$ cat src/rtl/meb_pkg.sv
// shared types and constants for the mandelbrot escape-time pixel core
package meb_pkg;

  localparam int PixW     = 10;
  localparam int CenterW  = 48;
  localparam int RadW     = 47;
  localparam int IterW    = 16;
  localparam int ColorW   = 8;
  localparam int CfgDataW = 48;
  localparam int CfgIdxW  = 2;
  localparam int ZW       = 64;
  localparam int HalfW    = ZW / 2;
  localparam int AccW     = 2 * ZW;
  localparam int DivW     = RadW + 1 + PixW;

  localparam int ImageWidthDef  = 800;
  localparam int ImageHeightDef = 800;
  localparam int FracBitsDef    = 44;

  localparam logic [CenterW-1:0] CenterRealRst = 48'hF800_0000_0000;
  localparam logic [CenterW-1:0] CenterImagRst = '0;
  localparam logic [RadW-1:0]    RadiusRst     = 47'h1000_0000_0000;
  localparam logic [IterW-1:0]   MaxIterRst    = 16'd1000;
  localparam logic [AccW-1:0]    EscLimit      = AccW'(100000000);

  typedef enum logic [CfgIdxW-1:0] {
    RegCenterReal = 2'd0,
    RegCenterImag = 2'd1,
    RegViewRadius = 2'd2,
    RegMaxIter    = 2'd3
  } meb_reg_e;

  typedef struct packed {
    logic       start;
    logic       init;
    logic       z_load;
    logic       mag_load;
    logic       mul_en;
    logic [1:0] mul_step;
    logic       acc_en;
    logic [1:0] acc_step;
    logic       chk_load;
    logic       k_inc;
    logic       res_zero;
    logic       res_k;
    logic       push;
  } meb_cmd_t;

  typedef struct packed {
    logic div_busy;
    logic k_at_limit;
    logic ovf;
    logic esc;
  } meb_sts_t;

endpackage

$ cat src/rtl/meb_ctrl.sv
// controller: sequencing of mapping, iteration steps and the output beat
module meb_ctrl
  import meb_pkg::*;
(
  input  logic     clk_i,
  input  logic     rst_ni,
  input  logic     in_valid_i,
  output logic     in_ready_o,
  output logic     out_valid_o,
  input  logic     out_ready_i,
  input  meb_sts_t sts_i,
  output meb_cmd_t cmd_o
);

  typedef enum logic [6:0] {
    StIdle  = 7'b0000001,
    StDiv   = 7'b0000010,
    StInit  = 7'b0000100,
    StUpd   = 7'b0001000,
    StMul   = 7'b0010000,
    StCheck = 7'b0100000,
    StHold  = 7'b1000000
  } meb_state_e;

  localparam logic [2:0] MulLast = 3'd5;

  meb_state_e state_q, state_d;
  logic [2:0] cnt_q, cnt_d;
  logic       out_valid_q, out_valid_d;

  always_comb begin
    state_d = state_q;
    cnt_d   = cnt_q;
    cmd_o   = '0;
    case (state_q)
      StIdle: begin
        if (in_valid_i) begin
          cmd_o.start = 1'b1;
          state_d     = StDiv;
        end
      end
      StDiv: begin
        if (!sts_i.div_busy) begin
          state_d = StInit;
        end
      end
      StInit: begin
        cmd_o.init = 1'b1;
        state_d    = StUpd;
      end
      StUpd: begin
        if (sts_i.k_at_limit) begin
          cmd_o.res_zero = 1'b1;
          state_d        = StHold;
        end else if (sts_i.ovf) begin
          cmd_o.res_k = 1'b1;
          state_d     = StHold;
        end else begin
          cmd_o.z_load = 1'b1;
          cnt_d        = '0;
          state_d      = StMul;
        end
      end
      StMul: begin
        cmd_o.mag_load = cnt_q == '0;
        cmd_o.mul_en   = cnt_q inside {[3'd1:3'd4]};
        cmd_o.mul_step = 2'(cnt_q - 3'd1);
        cmd_o.acc_en   = cnt_q inside {[3'd2:MulLast]};
        cmd_o.acc_step = 2'(cnt_q - 3'd2);
        cnt_d          = cnt_q + 3'd1;
        if (cnt_q == MulLast) begin
          state_d = StCheck;
        end
      end
      StCheck: begin
        cmd_o.chk_load = 1'b1;
        if (sts_i.esc) begin
          cmd_o.res_k = 1'b1;
          state_d     = StHold;
        end else begin
          cmd_o.k_inc = 1'b1;
          state_d     = StUpd;
        end
      end
      StHold: begin
        if (!out_valid_q || out_ready_i) begin
          cmd_o.push = 1'b1;
          state_d    = StIdle;
        end
      end
      default: state_d = StIdle;
    endcase
  end

  always_comb begin
    out_valid_d = out_valid_q;
    if (cmd_o.push) begin
      out_valid_d = 1'b1;
    end else if (out_ready_i) begin
      out_valid_d = 1'b0;
    end
  end

  always_ff @(posedge clk_i or negedge rst_ni) begin
    if (!rst_ni) begin
      state_q     <= StIdle;
      cnt_q       <= '0;
      out_valid_q <= 1'b0;
    end else begin
      state_q     <= state_d;
      cnt_q       <= cnt_d;
      out_valid_q <= out_valid_d;
    end
  end

  assign in_ready_o  = state_q == StIdle;
  assign out_valid_o = out_valid_q;

  a_push_room: assert property (@(posedge clk_i) disable iff (!rst_ni)
    cmd_o.push |-> (!out_valid_q || out_ready_i))
    else $error("result pushed into a full output register");

  a_idle_div: assert property (@(posedge clk_i) disable iff (!rst_ni)
    in_ready_o |-> !sts_i.div_busy)
    else $error("divider busy while idle");

  a_start_div: assert property (@(posedge clk_i) disable iff (!rst_ni)
    (in_valid_i && in_ready_o) |=> sts_i.div_busy)
    else $error("divider did not start on input beat");

  a_res_k_limit: assert property (@(posedge clk_i) disable iff (!rst_ni)
    cmd_o.res_k |-> !sts_i.k_at_limit)
    else $error("escape reported at or past the iteration limit");

  a_mul_cnt: assert property (@(posedge clk_i) disable iff (!rst_ni)
    (state_q == StMul) |-> (cnt_q <= MulLast))
    else $error("multiply step counter out of range");

endmodule

$ cat config.mk
export PLATFORM = sky130hd
export DESIGN_NAME = meb_ctrl
export DESIGN_NICKNAME = d
export VERILOG_FILES = /design/src/rtl/meb_pkg.sv /design/src/rtl/meb_ctrl.sv
export SDC_FILE = /design/constraint.sdc
export NUM_CORES = 1
export LEC_CHECK = 0
export BUFFER_PORTS_ARGS = -buffer_cell sky130_fd_sc_hd__buf_2
export CORE_MARGIN = 10
export CORE_UTILIZATION = 55
export CTS_BUF_LIST = sky130_fd_sc_hd__clkbuf_8
export CTS_CLUSTER_SIZE = 28
export DETAILED_ROUTE_END_ITERATION = 16
export PLACE_DENSITY = 0.86
export SETUP_SLACK_MARGIN = 0.4
export SLEW_MARGIN = 20
export SYNTH_ARGS = -nofsm -noshare
export SYNTH_HDL_FRONTEND = slang
export SYNTH_SLANG_ARGS = --single-unit
export TNS_END_PERCENT = 5
$ cat constraint.sdc
create_clock -name clk_i -period 2.4 [get_ports clk_i]
set_input_delay 0.48 -clock clk_i [delete_from_list [all_inputs] [get_ports clk_i]]
set_output_delay 0.48 -clock clk_i [all_outputs]
set_load 0.005 [all_outputs]
==> out/results.ini <==
[worst_setup_path]
critPathMaxStageDelay_ps = 540
regToRegSetupSlack_ps = 700
critPathArrivalTime_ps = 1870
reg2reg_depth = 5
r2r_start = state_q[3]
path_max_fanout = 4
reg2reg_to = state_q[3]
path_depth = 5
path_cells = or4_4, nor4b_4, buf_4, and2b_1, buf_2
endpoint_kind = output pin
startpoint = state_q[3]
crit_path_end = cmd_o[3]
crit_buf_inv = 2
crit_path_start_kind = flip-flop
crit_type = flip-flop to output pin
crit_family = simple AND/OR/NAND/NOR gates
cp_slowest_cell = or4_4
worstPathRequired_ps = 1920

[cts]
clk_pin_slew_worst_paths_ps = 50
cts_max_level = 1
holdBufCountCts = 0
cts_inserted_buffers = 3
clk_latency_ps = 240
cts_tree = done
clock_sinks = 11
cts-root-buf = clkbuf_8
cts.path.max_buffers = 2

[cells_and_area]
area_growth_pct = 34.7
n_antenna_cell = 0
multiInputGateArea_um2 = 449
fill_cells = 85
area.sequential_um2 = 279
nets = 128
drive_gt1_share_pct = 42.2

[grt]
grt_overflow_total = 0
grt_pass1_wl_um = 3170
antenna_found_initial = 0
busiest_layer = met2
grt_pass1_vias = 723
groute.layer.met2.usage_pct = 18.0
gr-usage-met3_pct = 5.39
met1_usage_pct = 13.6
grt_max_degree = 12
track_usage_pct = 11.9

[power_and_ir_drop]
cellPowerDensity_nw_per_um2 = 671
vdd.ir_drop.worst_mv = 0.605
p_leak_nw = 0.540

[floorplan]
chipWidth_um = 56.7
die_height_um = 56.7
pin_count = 25
rows = 13
start_util_pct = 57.5
core-area_um2 = 1280
die_area_um2 = 3210

[placement]
io_buffers = 24
hpwl_um = 1420
dp_slack_ps = 314
gp_congestion = 0.812

[timing]
final.period_utilization_pct = 97.7
fmax_ghz = 0.426
tightest_slew_ps = 391
fin_crit_ps = 2350
skew_ps = 4.57
layout_setup_ws_ps = 54.5
rsz0062_at_grt = yes
final.setup.tns_ps = 0
hold_viol_final = 0
max-slew-margin-rel_pct = 73.7
slew_violations = 0
setup_violations = 0

[synthesis]
ys.flop_type = dfrtp_1
yosysUniqueCellTypes = 39
syn_area_per_cell_um2 = 8.91
netlist_instances = 83
synth_area_um2 = 739
syn_nets = 94
async_flop_share_pct = 100
ys_seq_area_share_pct = 37.4
yosys_register_bits = 11
synth-edff-count = 0
synth_warnings = 0

[routing]
num_vias = 768
drc = 0
viasPerCell = 5.86
drt_iter0_markers = 23
first_pass_iters = 4
wl_um = 1990
drt-wirelength-per-cell_um = 15.2
ant_nets = 0

[worst_hold_path]
hp-class = primary input to async pin

[run]
cap_violations = 0

[outcome]
status = finished, final reports clean

[stage by stage]
step / hold slack (ps) / utilization (%) / power (mW) / cell area (µm²) / std cells
detailed placement: 359 / 66.9 / 0.439 / 860 / 119
CTS: 94.9 / 72.9 / 0.635 / 937 / 126
finish: 93.9 / 77.5 / 0.668 / 996 / 131
global route: 103 / 77.5 / 0.710 / 996 / 131
floorplan: 184 / - / 0.381 / 739 / 83
global placement: 360 / 66.9 / 0.434 / 860 / 119
[metal layers]
| metal | wire, µm | vias to the layer above |
|---|---|---|
| li1 | - | 360 |
| met1 | 864 | 368 |
| met2 | 902 | 34 |
| met3 | 184 | 6 |
| met4 | 36 | 0 |
| met5 | 0 | - |
[cell usage in the layout, fill, tap and decap left out, drive strengths merged, types with 2 or more instances in the layout]
cell / Yosys / layout
nor3: 4 / 4
nand2: 7 / 7
inv: 6 / 6
nor2: 13 / 13
nor2b: 3 / 3
ha: 3 / 3
nor4b: 3 / 3
a21o: 2 / 2
dfrtp: 10 / 10
clkbuf: 1 / 3
buf: 2 / 32
a22oi: 2 / 2
and2: 2 / 2
nand3: 3 / 3
[kinds of logic (layout without fill, tap and decap cells)]
family | after synthesis | count (layout) | share of synthesized area [%]
AO/OA/AOI/OAI | 17 | 17 | 17.6
XOR/XNOR | 1 | 1 | 1.18
adder cells (fa/ha/maj) | 3 | 3 | 5.08
buffers and inverters | 9 | 42 | 5.58
flip-flops | 11 | 11 | 37.4
AND/OR/NAND/NOR | 42 | 42 | 33.2
[area by class of cell]
class,count,share of cell area (%)
Clock buffer,3,4.15
Multi-Input combinational cell,63,45.1
Timing Repair Buffer,32,18.1
Clock inverter,1,0.503
Sequential cell,11,28.0
Tap cell,15,1.88
Inverter,6,2.26
[power by group]
part	switching (mW)	internal [mW]
Sequential	0.0431	0.217
Clock	0.0724	0.114
Combinational	0.106	0.115
[sequential cells by signal (all words and copies together) (netlist names)]
name and flops:
state_q 7, cnt_q 3, out_valid_o 1
[how the worst min path moves through the flow]
stage                start    endpoint  depth (start not counted)
global route        rst_ni  state_q[2]                          1
floorplan           rst_ni    cnt_q[0]                          0
detailed placement  rst_ni  state_q[2]                          1
finish              rst_ni  state_q[2]                          1
global placement    rst_ni  state_q[2]                          1
CTS                 rst_ni  state_q[2]                          1
[synth_stat cells, types with 2 or more instances]
cell     number  share of area, %
nor2_1       13               6.6
dfrtp_1      10                34
nand2_1       7               3.6
inv_1         6               3.0
ha_1          3               5.1
nand3_1       3               2.0
nor2b_1       3               2.5
nor3_1        3               2.0
a21o_1        2               2.0
a22oi_1       2               2.0
and2_1        2               1.7
buf_4         2               2.0
[timing repair]
item,in CTS,in global routing
buffers inserted,3,5
resized for setup,3,4
endpoints found under the setup margin,15,15
pin swaps,0,4
Note: power is estimated with default switching activity, not from simulation.
